<file path="src/dsma_ram.sv">
`timescale 1ns / 1ps

module dsma_ram #(
  parameter int DEPTH = 64,
  parameter int WIDTH = 32
) (
  input  logic                     clk,
  input  logic                     we,
  input  logic [$clog2(DEPTH)-1:0] waddr,
  input  logic [WIDTH-1:0]         wdata,
  input  logic [$clog2(DEPTH)-1:0] raddr,
  output logic [WIDTH-1:0]         rdata
);

  logic [WIDTH-1:0] mem [DEPTH];

  always_ff @(posedge clk) begin
    if (we) begin
      mem[waddr] <= wdata;
    end
    rdata <= mem[raddr];
  end

endmodule

</file>
<file path="config.mk">
export PLATFORM = sky130hd
export DESIGN_NAME = dsma_ram
export DESIGN_NICKNAME = d
export VERILOG_FILES = /design/src/dsma_ram.sv
export SDC_FILE = /design/constraint.sdc
export NUM_CORES = 2
export LEC_CHECK = 0
export BUFFER_PORTS_ARGS = -buffer_cell sky130_fd_sc_hd__buf_2
export CORE_MARGIN = 3
export CORE_UTILIZATION = 55
export CTS_BUF_LIST = sky130_fd_sc_hd__clkbuf_4
export DETAILED_ROUTE_END_ITERATION = 6
export GPL_ROUTABILITY_DRIVEN = 0
export PLACE_DENSITY = 0.84
export SLEW_MARGIN = 10
export SYNTH_ARGS = -nofsm -noshare
export SYNTH_HDL_FRONTEND = slang
export SYNTH_SLANG_ARGS = --single-unit
</file>
<file path="constraint.sdc">
create_clock -name clk -period 3.8 [get_ports clk]
set_input_delay 0.76 -clock clk [delete_from_list [all_inputs] [get_ports clk]]
set_output_delay 0.76 -clock clk [all_outputs]
set_load 0.1 [all_outputs]
</file>
==> metrics <==
status=finished clean; Area Growth Syn to Fin=14.0%; filler cell count=8783; Syn Nets=3370; postcts setup bufs=0; DRC viols=0; Starting Density=55.5%; max_cap viols=0; startpoint types=flop; Clock Latency Late Sink=1.36 ns; critical path class=reg -> out; Core ar.=0.142 mm2; Global Route Usage Sum=28.9%; Vias/cell=6.57; fraction of the mapped netlist area in compound gates=1.67%; cell with the most instances after synthesis=edfxtp_1; CP Cell Sequence=buf_2; number of nets still failing antenna checks after routing=0; worst slew pin tran=1.30 ns; top cells by area, synth=edfxtp_1 78%, mux4_2 16%, mux2i_1 1.2%; synthesized-area fraction occupied by adder cells=0%; dpl cells=5349; Leak=0.0288 uW; largest net degree at the start of global routing=65; Clk pin slew, worst setup/hold paths=0.07 ns; combinational family with the most area after synthesis=multiplexers; nets=4002; initial antenna violation count=15; Die Wd=384 um; Max FO, Critical Path=1; fin crit period=3.41 ns; register bit total from synthesis=2080; slowest CP cell=dfxtp_1; final cycle utilization of the critical path=89.7%; CP Buf/Inv Count=1; max-slew violations=0; initial DRC count=6625; buffers added on ports=77; Worst VDD drop=0.000409 V; Layout Utilization=63.2%; Syn Area/Cell=23.6 um2; CP Capture Type=output port; final hold vios=0; Ports=78; synthesized area=0.0785 mm2; Max Clk Rate=0.293 GHz; vias in the first global route=42600; ys flop type=edfxtp_1; vias=40900; total die area=0.147 mm2; Mapped Cells=3324; multiplexer share of the synthesized area=16.8%; wire per inst=33.6 um; cts repair resizes=0; Rows=138; slowest cell delay on critical path=0.75 ns; WP data required=3.04 ns; first-pass GRT wire length=299000 um; setup_tns=0 ns; clk buf depth=4; Detailed Place HPWL=121000 um; total grt overflow=0; Synth Area in XOR/XNOR=0%; final setup violation count=0; Worst Hold Class=in -> reg; WP data arrival=2.65 ns; share of the synthesized area in the top cell type=78.3%; Worst Skew=0.103 ns; sequential share of the synthesized area=79.1%; pwr dens=511 mW/mm2; ys async rst share=0%; EDFF count, synth=2048; Die Y=384 um; TritonCTS Sinks=2080; Post-synth top cells=2048 x edfxtp_1, 544 x mux4_2, 137 x nor2_1; post-synth top area cell=edfxtp_1; H-tree depth=5; CTS tree=done; unrepaired setup endpoints after global routing=false; layout cells sized above 1=38.8%; fin cells=6234; clock root buffer=clkbuf_4; yosys warns=0; CP top delay family=flip-flops; Max-slew headroom=13.5%; Unique masters post-synth=34; first-pass iteration count of the detailed router=6; Inserted Clock Buffers=480; Simple-Gate Fraction of Synth Area=1.27%; WL final=210000 um
## cell families (layout without fill, tap and decap cells)
kind of cell / count (synthesis) / count (layout)
AOI/OAI and AO/OA: 202 / 202
buffers and inverters: 182 / 1187
DFF: 2080 / 2080
muxes: 637 / 637
other: 0 / 15
and+or+nand+nor: 223 / 223
## routing by layer
layer	track usage, %	wire, um	vias up	share of wire (%)
met5	0	27	-	0.013
met2	44.6	101000	3719	48
li1	-	-	15900	-
met4	16.1	11800	4	5.6
met3	8.76	29400	620	14
met1	37.1	67200	20700	32
## cells in the final DEF (no fill, tap or decap), types with 48 or more instances in the layout
master / n
buf_2: 68
nor2_1: 75
clkbuf_4: 726
clkinv_1: 108
nor2_4: 62
mux2i_1: 93
o22ai_1: 84
buf_12: 48
edfxtp_1: 2048
a21oi_1: 62
buf_4: 201
mux4_2: 544
## state kept, by name (all words and copies together), names as in the netlist
name and flops:
mem 2048, rdata 32
## report_power, final
part	total (uW)	internal [uW]	switching, uW
sequential	25500	25400	128
clock	17300	8880	8450
combinational	2920	956	1970
## what timing repair did
| item | in CTS | in global routing |
|---|---|---|
| setup endpoints to repair | 0 | 0 |
| hold endpoints to repair | 185 | 59 |
| hold buffers | 8 | 4 |
## final timing paths
kind                    from           to  slack [ns]  cells after the start
setup / recovery    rdata[7]     rdata[7]        0.39                      1
hold / removal     wdata[22]  mem[16][22]       0.005                      1
setup reg to reg  mem[39][8]     rdata[8]        1.33                      5
hold reg to reg   mem[12][4]     rdata[4]        0.88                      5
## through the flow
stage | area (um2) | hold slack, ns | total power (uW) | setup WS [ns]
after floorplan | 78500 | 0.663 | 27500 | 0.388
after global placement | 83300 | 0.819 | 28700 | 0.291
after detailed placement | 83300 | 0.863 | 28900 | 0.247
after CTS | 89400 | 0.000194 | 45900 | 0.376
after global routing | 89500 | -0.0206 | 47200 | 0.361
final | 89500 | 0.00506 | 45800 | 0.390
## area by class of cell
type                            instances  area, um2  share of cell area (%)
Antenna cell                           15       37.5                  0.0419
Clock inverter                        129        588                   0.657
Sequential cell                      2080      62100                    69.4
Tap cell                             1890       2360                    2.64
Timing Repair Buffer                  332       2980                    3.32
Multi-Input combinational cell       1062      16000                    17.8
Clock buffer                          726       5450                    6.09
Power figures use the tool's default switching activity.
