`config.mk`:
```
export PLATFORM = sky130hd
export DESIGN_NAME = dsma_div
export DESIGN_NICKNAME = d
export VERILOG_FILES = /design/src/dsma_pkg.sv /design/src/dsma_div.sv
export SDC_FILE = /design/constraint.sdc
export NUM_CORES = 1
export LEC_CHECK = 0
export BUFFER_PORTS_ARGS = -buffer_cell sky130_fd_sc_hd__buf_2
export CAP_MARGIN = 0
export CORE_ASPECT_RATIO = 0.6
export CORE_MARGIN = 10
export CORE_UTILIZATION = 40
export CTS_CLUSTER_DIAMETER = 100
export CTS_CLUSTER_SIZE = 10
export DETAILED_ROUTE_END_ITERATION = 8
export PLACE_DENSITY = 0.74
export SLEW_MARGIN = 20
export SYNTH_ARGS = -nofsm -noshare
export SYNTH_HDL_FRONTEND = slang
export SYNTH_SLANG_ARGS = --single-unit
```
`constraint.sdc`:
```
create_clock -name clk -period 5.65 [get_ports clk]
set_input_delay 0.8475 -clock clk [delete_from_list [all_inputs] [get_ports clk]]
set_output_delay 0.8475 -clock clk [all_outputs]
set_load 0.01 [all_outputs]
```
`src/dsma_pkg.sv`:
```
`timescale 1ns / 1ps

package dsma_pkg;

  localparam int MAX_SHORT_LEN = 64;
  localparam int MAX_LONG_LEN  = 256;

  localparam int PRICE_W     = 32;
  localparam int SHORT_LEN_W = 7;
  localparam int LONG_LEN_W  = 9;
  localparam int SHORT_POS_W = $clog2(MAX_SHORT_LEN);
  localparam int LONG_POS_W  = $clog2(MAX_LONG_LEN);
  localparam int SHORT_SUM_W = 38;
  localparam int LONG_SUM_W  = 40;

  // Shared divider: dividend as wide as the long sum, divisor as wide as the long length
  localparam int DIVIDEND_W  = LONG_SUM_W;
  localparam int DIVISOR_W   = LONG_LEN_W;
  localparam int QUO_W       = PRICE_W;
  localparam int DIV_RADIX_BITS = 2;
  localparam int DIV_STEPS   = QUO_W / DIV_RADIX_BITS;
  localparam int DIV_CNT_W   = $clog2(DIV_STEPS);

  localparam int CFG_INDEX_W = 2;
  localparam int CFG_DATA_W  = LONG_LEN_W;

  localparam logic [CFG_INDEX_W-1:0] REG_SHORT_LENGTH = 2'd0;
  localparam logic [CFG_INDEX_W-1:0] REG_LONG_LENGTH  = 2'd1;

  localparam logic [SHORT_LEN_W-1:0] SHORT_LENGTH_RESET = 7'd16;
  localparam logic [LONG_LEN_W-1:0]  LONG_LENGTH_RESET  = 9'd64;

  typedef enum logic [2:0] {
    ST_IDLE,
    ST_READ,
    ST_UPDATE,
    ST_SHORT_START,
    ST_SHORT_WAIT,
    ST_LONG_START,
    ST_LONG_WAIT,
    ST_OUTPUT
  } state_t;

  // Length of zero acts as one, length above the buffer depth saturates
  function automatic logic [SHORT_LEN_W-1:0] clamp_short(input logic [SHORT_LEN_W-1:0] len);
    logic [SHORT_LEN_W-1:0] r;
    if (len == '0) begin
      r = SHORT_LEN_W'(1);
    end else if (len > SHORT_LEN_W'(MAX_SHORT_LEN)) begin
      r = SHORT_LEN_W'(MAX_SHORT_LEN);
    end else begin
      r = len;
    end
    return r;
  endfunction

  function automatic logic [LONG_LEN_W-1:0] clamp_long(input logic [LONG_LEN_W-1:0] len);
    logic [LONG_LEN_W-1:0] r;
    if (len == '0) begin
      r = LONG_LEN_W'(1);
    end else if (len > LONG_LEN_W'(MAX_LONG_LEN)) begin
      r = LONG_LEN_W'(MAX_LONG_LEN);
    end else begin
      r = len;
    end
    return r;
  endfunction

endpackage

```
`src/dsma_div.sv`:
```
`timescale 1ns / 1ps

module dsma_div
  import dsma_pkg::*;
(
  input  logic                  clk,
  input  logic                  rst,
  input  logic                  start,
  input  logic [DIVIDEND_W-1:0] dividend,
  input  logic [DIVISOR_W-1:0]  divisor,
  output logic                  done,
  output logic [QUO_W-1:0]      quotient
);

  // Restoring division, two quotient bits a cycle. The high dividend bits
  // start as the partial remainder; callers guarantee they are below the divisor.
  logic [DIVISOR_W-1:0] rem;
  logic [DIVISOR_W-1:0] rem_next;
  logic [QUO_W-1:0]     quo_next;
  logic [DIVISOR_W-1:0] dvs;
  logic [DIV_CNT_W-1:0] cnt;
  logic                 busy;

  always_comb begin
    logic [DIVISOR_W:0]   t;
    logic [DIVISOR_W-1:0] r;
    logic [QUO_W-1:0]     q;
    r = rem;
    q = quotient;
    for (int i = 0; i < DIV_RADIX_BITS; i++) begin
      t = {r, q[QUO_W-1]};
      q = {q[QUO_W-2:0], 1'b0};
      if (t >= (DIVISOR_W+1)'(dvs)) begin
        t    = t - (DIVISOR_W+1)'(dvs);
        q[0] = 1'b1;
      end
      r = t[DIVISOR_W-1:0];
    end
    rem_next = r;
    quo_next = q;
  end

  always_ff @(posedge clk) begin
    if (rst) begin
      busy <= 1'b0;
      done <= 1'b0;
      cnt  <= '0;
    end else begin
      done <= 1'b0;
      if (start) begin
        busy <= 1'b1;
        cnt  <= '0;
      end else if (busy) begin
        cnt <= cnt + DIV_CNT_W'(1);
        if (cnt == DIV_CNT_W'(DIV_STEPS - 1)) begin
          busy <= 1'b0;
          done <= 1'b1;
        end
      end
    end
  end

  always_ff @(posedge clk) begin
    if (start) begin
      rem      <= DIVISOR_W'(dividend[DIVIDEND_W-1:QUO_W]);
      quotient <= dividend[QUO_W-1:0];
      dvs      <= divisor;
    end else if (busy) begin
      rem      <= rem_next;
      quotient <= quo_next;
    end
  end

endmodule
```
==> metrics.txt, run 1 <==
outcome=complete, no violations; Clock Tree Buf Depth=2; clock-pin slew on the worst setup and hold paths=0.07 ns; remaining antenna violation count=0; non-filler instance count after layout=466; r2r worst-path depth=15; initial antenna violation count=2; Placed Instances=457; CTS-repair resized insts=0; setup ws final=0.375 ns; sequential-to-total area share from yosys stat=48.8%; TritonCTS clock tree=done; H-tree Lvls=2; Routability Congestion=0.932; type of origin of the critical path=flip-flop; r2r endpoint=rem[0]$_DFFE_PP_; top cells by area, synth=edfxtp_1 (45%), mux2_2 (12%), ha_1 (7.2%); Top FF cell, synth=edfxtp_1; number of fill cells=727; Cells after Synth=275; Setup TNS=0 ns; Place WS=0.508 ns; Initial Util=41.5%; hold depth=2; f_max=0.190 GHz; reg-to-reg startpoint=quotient[31]$_DFFE_PP_; global-route usage over all layers=13.1%; Die ar.=12400 µm²; Cell Pwr Density=515 nW/µm²; Slew HR=36.5%; final WL=8.25 mm; Synth async-reset ratio=0%; Site Rows=25; number of I/O pins=85; Syn-to-layout area delta=20.8%; Arr. time, crit path=5.32 ns; Yosys cell types=47; cts hold-fix bufs=0; final setup fails=0; vias in the first global route=2587; HPWL after detailed placement=6.41 mm; Hold Startpoint=cnt[3]$_SDFFE_PP0P_; largest net degree at the start of global routing=68; Worst Hold Class=reg -> reg; clk_lat worst skew=0.29 ns; worst reg2reg setup slack=0.37 ns; period utilisation layout=93.4%; first-pass GRT wire length=13.4 mm; Peak VDD IR=305 µV; Yosys reg bits=56; DRC errors left=0; max-cap viol count=0; yosys warns=0; proportion of layout cells with a drive suffix above 1=37.3%; # port buffers=84; Avg Cell Area, Syn=12.0 µm²; Setup CP Type=reg -> reg; WL/cell=17.7 µm; core footprint=7950 µm²; top cell type's share of synthesized area=44.6%; Setup Buffers After CTS=0; CTS Buf Count=5; Syn Nets=348; die height=90.4 µm; Worst Clk Skew=0.00621 ns; Post-synth EDFFs=49; via/cell ratio=5.32; P_leak=1.64 nW; leading area contributor after synthesis=edfxtp_1; Mapped Area=3300 µm²; WHS Endpoint=done$_SDFF_PP0_; Clock Sinks=56; kind of end point of the critical path=flip-flop; Vias=2480; clk root buf=clkbuf_16; crit-path max FO=16; chip width=137 µm; Slew Limit Fails=0; Initial DRC Count=218; first drt pass iteration count=8; Final Critical Period=5.28 ns; Nets=429; measured slew at the worst slew-check pin=0.952 ns; grt total ovfl=0; Final Hold Violating Endpoints=0; WP data required=5.69 ns; RSZ-0062 raised after global routing=false
-- routing by layer --
metal  part of all wire [%]  up-vias  track usage (%)
met1                     46     1179             18.2
met4                  0.024        2             1.31
li1                       -     1206                -
met2                     43       91             18.8
met3                     10        2             5.94
met5                   0.12        -                0
-- cell families after synthesis --
logic type      synth area share, %
compound gates                 11.8
xor+xnor                       3.19
fa+ha+maj                      8.42
buf+inv                        3.15
flops                          48.8
mux                            14.1
simple gates                   10.5
-- power breakdown --
| group | total [mW] | switching [mW] | internal (mW) |
|---|---|---|---|
| Clock | 0.348 | 0.139 | 0.209 |
| Combinational | 1.12 | 0.642 | 0.473 |
| Sequential | 0.589 | 0.0399 | 0.549 |
-- final cells by class --
type	instances	area (µm²)	share of cell area, %
Sequential cell	56	1610	40.4
Multi-Input combinational cell	193	1580	39.7
Timing Repair Buffer	85	428	10.7
Tap cell	108	135	3.39
Clock buffer	5	125	3.14
Inverter	15	56.3	1.41
Clock inverter	3	42.5	1.07
Antenna cell	1	2.50	0.0628
-- critical path, stage by stage (launching register included) --
cell	delay (ns)
edfxtp_1	0.39
inv_1	0.09
ha_1	0.16
inv_1	0.05
fa_1	0.45
a211oi_4	0.32
o21a_1	0.22
o21a_1	0.44
mux2_2	0.43
ha_1	0.37
a21oi_1	0.30
a21oi_1	0.15
o31a_1	0.34
a2111oi_4	0.83
mux2i_1	0.18
mux2_2	0.30
-- per-stage QoR --
step / utilization (%) / cell area [µm²] / hold slack, ns / total power, mW
4_1_cts: 50.1 / 3980 / 0.480 / 2.04
5_1_grt: 50.2 / 3990 / 0.496 / 2.19
6_report: 50.2 / 3990 / 0.476 / 2.05
2_1_floorplan: - / 3300 / 0.439 / 1.43
3_5_place_dp: 48.0 / 3810 / 0.463 / 1.68
3_3_place_gp: 48.0 / 3810 / 0.456 / 1.64
-- state kept, by name (all words and copies together), names as in the netlist --
register,flops
quotient,32
done,1
busy,1
cnt,4
dvs,9
rem,9
-- cell usage in the layout (no fill, tap or decap), drive strengths merged, types with 5 or more instances in the layout --
cell type  Yosys  final
mux2i          7      7
edfxtp        49     49
clkbuf         6      5
xor2           8      8
buf            5     85
o21a           5      5
nand3          6      6
inv           15     15
nor2          13     13
dfxtp          7      7
ha            19     19
mux2          35     35
nor3           9      9
a21oi          7      7
nand3b         5      5
nand2         15     15
o21ai          7      7
-- synth_stat cells (all sizes together), types with 5 or more instances --
library cell	n
a21oi	7
o21a	5
clkbuf	6
mux2	35
edfxtp	49
buf	5
nand3b	5
nor3	9
xor2	8
o21ai	7
inv	15
ha	19
dfxtp	7
nor2	13
nand2	15
mux2i	7
nand3	6
-- worst max path at each step --
stage | startpoint | to | slack [ns] | depth (start not counted)
after floorplan | quotient[31]$_DFFE_PP_ | rem[7]$_DFFE_PP_ | 1.25 | 17
after global placement | quotient[31]$_DFFE_PP_ | rem[0]$_DFFE_PP_ | 0.77 | 15
after detailed placement | quotient[31]$_DFFE_PP_ | rem[0]$_DFFE_PP_ | 0.51 | 15
after CTS | quotient[31]$_DFFE_PP_ | rem[0]$_DFFE_PP_ | 0.42 | 15
after global routing | quotient[31]$_DFFE_PP_ | rem[0]$_DFFE_PP_ | 0.1 | 15
final | quotient[31]$_DFFE_PP_ | rem[0]$_DFFE_PP_ | 0.37 | 15
No activity file was read; power rests on OpenSTA's default activity.
==> inputs of run 2 (changes only) <==
Settings changed: CORE_UTILIZATION 40 to 45, PLACE_DENSITY 0.74 to 0.81.
==> run 2 against run 1 <==
Effect of this change: global-route usage is 1.0 points higher; die area is 9.1% lower; register-to-register slack better by 0.29 ns; critical path type unchanged; largest cell class unchanged.
==> metrics.txt, run 2 (same netlist as run 1, synthesis figures left out) <==
outcome=complete, no violations; Worst Hold Class=reg -> reg; # port buffers=84; Die ar.=11300 µm²; worst path cell trace=inv_1 > ha_1 > inv_1 > fa_1 > a211oi_4 > o21a_1 > o21a_1 > mux2_2 > ha_1 > a21oi_1 > a21oi_1 > o31a_1 > a2111oi_4 > buf_4 > mux2i_1 > mux2_2; Clock Tree Buf Depth=2; first drt pass iteration count=5; Setup TNS=0 ns; f_max=0.201 GHz; initial antenna violation count=0; Syn-to-layout area delta=19.5%; Site Rows=24; max-cap viol count=0; number of fill cells=641; Placed Instances=441; Initial DRC Count=278; Regs by FF count=quotient (32), dvs (9), rem (9); clock-pin slew on the worst setup and hold paths=0.07 ns; CTS Buf Count=5; P_leak=1.64 nW; number of I/O pins=85; Slew HR=36.5%; TritonCTS clock tree=done; final setup fails=0; dpl cell area=3800 µm²; Final Critical Period=4.98 ns; proportion of layout cells with a drive suffix above 1=37.4%; HPWL after detailed placement=6.29 mm; kind of end point of the critical path=flip-flop; Routability Congestion=0.880; highest-count cells in the layout ignoring fill and taps=buf_2 (84), edfxtp_1 (49), mux2_2 (35), ha_1 (19); Reg power frac=29.5%; remaining antenna violation count=0; Worst Clk Skew=0.00457 ns; final WL=8.02 mm; Peak VDD IR=242 µV; type of origin of the critical path=flip-flop; grt total ovfl=0; Clock power frac=15.2%; Cell Pwr Density=507 nW/µm²; cts hold-fix bufs=0; Slew Limit Fails=0; Nets=430; Clock Sinks=56; Setup CP Type=reg -> reg; Design Area, Final=3940 µm²; largest net degree at the start of global routing=68; Most flops, register=quotient; DRC errors left=0; clk_lat worst skew=0.29 ns; NetSw=0.802 mW; WL/cell=17.9 µm; vias in the first global route=2563; Initial Util=45.8%; Gate power share=55.3%; CTS-repair resized insts=0; Arr. time, crit path=5.02 ns; WP buf/inv=3; RSZ-0062 raised after global routing=false; non-filler instance count after layout=449; largest delay contributor family on the critical path=compound AO/OA/AOI/OAI gates; most common cell after layout, fill and taps aside=buf_2; WP data required=5.69 ns; switching share of power=40.1%; Setup Buffers After CTS=0; Vias=2509; core footprint=7210 µm²; H-tree Lvls=2; via/cell ratio=5.59; max FFs per register=32; global-route usage over all layers=14.2%; Final Hold Violating Endpoints=0; crit-path max FO=13; period utilisation layout=88.2%; die height=86.3 µm; Max stage delay on crit path=0.51 ns; first-pass GRT wire length=12.8 mm; Antenna diodes=0; clk root buf=clkbuf_16; Int Power=1.20 mW; Slowest-stage cell, CP=a2111oi_4; measured slew at the worst slew-check pin=0.952 ns; chip width=131 µm
[run 2: cell type report]
cell class / instances / area, µm² / share of cell area (%)
Clock buffer: 5 / 125 / 3.17
Clock inverter: 3 / 17.5 / 0.444
Inverter: 15 / 56.3 / 1.43
Multi-Input combinational cell: 193 / 1580 / 40.2
Sequential cell: 56 / 1610 / 40.9
Tap cell: 91 / 114 / 2.89
Timing Repair Buffer: 86 / 435 / 11.0
[run 2: power groups by stage]
stage	Combinational [mW]	Clock (mW)	Sequential, mW
after floorplan	0.828	0	0.602
after global placement	1.05	0	0.595
after detailed placement	1.08	0	0.597
after CTS	1.09	0.312	0.589
after global routing	1.23	0.324	0.599
final	1.10	0.305	0.590
[run 2: per-layer routing]
layer | GRT usage (%) | up-vias | share of wire, % | routed length, µm
met1 | 18.6 | 1193 | 44 | 3530
met5 | 0 | - | 0 | 0
met3 | 7.38 | 5 | 12 | 956
met4 | 3.42 | 0 | 0.62 | 50
li1 | - | 1207 | - | -
met2 | 20.0 | 104 | 43 | 3480
[run 2: tightest hold or removal path, stage by stage, from the launching register on]
cell	delay [ns]
dfxtp_1	0.33
nand2_1	0.06
nor3_1	0.04
[run 2: path summary, 6_finish.rpt]
path	startpoint	end	slack (ns)	cells after the start
worst max-delay path	quotient[31]$_DFFE_PP_	rem[0]$_DFFE_PP_	0.67	16
worst min-delay path	cnt[3]$_SDFFE_PP0P_	done$_SDFF_PP0_	0.47	2
worst max register to register	quotient[31]$_DFFE_PP_	rem[0]$_DFFE_PP_	0.67	16
worst min register to register	cnt[3]$_SDFFE_PP0P_	done$_SDFF_PP0_	0.47	2
[run 2: metrics by stage]
stage | power, mW | hold WS (ns) | util (%) | setup WS [ns]
after floorplan | 1.43 | 0.439 | - | 1.25
after global placement | 1.65 | 0.458 | 52.7 | 0.953
after detailed placement | 1.68 | 0.458 | 52.7 | 0.763
after CTS | 1.99 | 0.468 | 54.7 | 0.724
after global routing | 2.16 | 0.506 | 54.7 | 0.356
final | 2.00 | 0.467 | 54.7 | 0.666
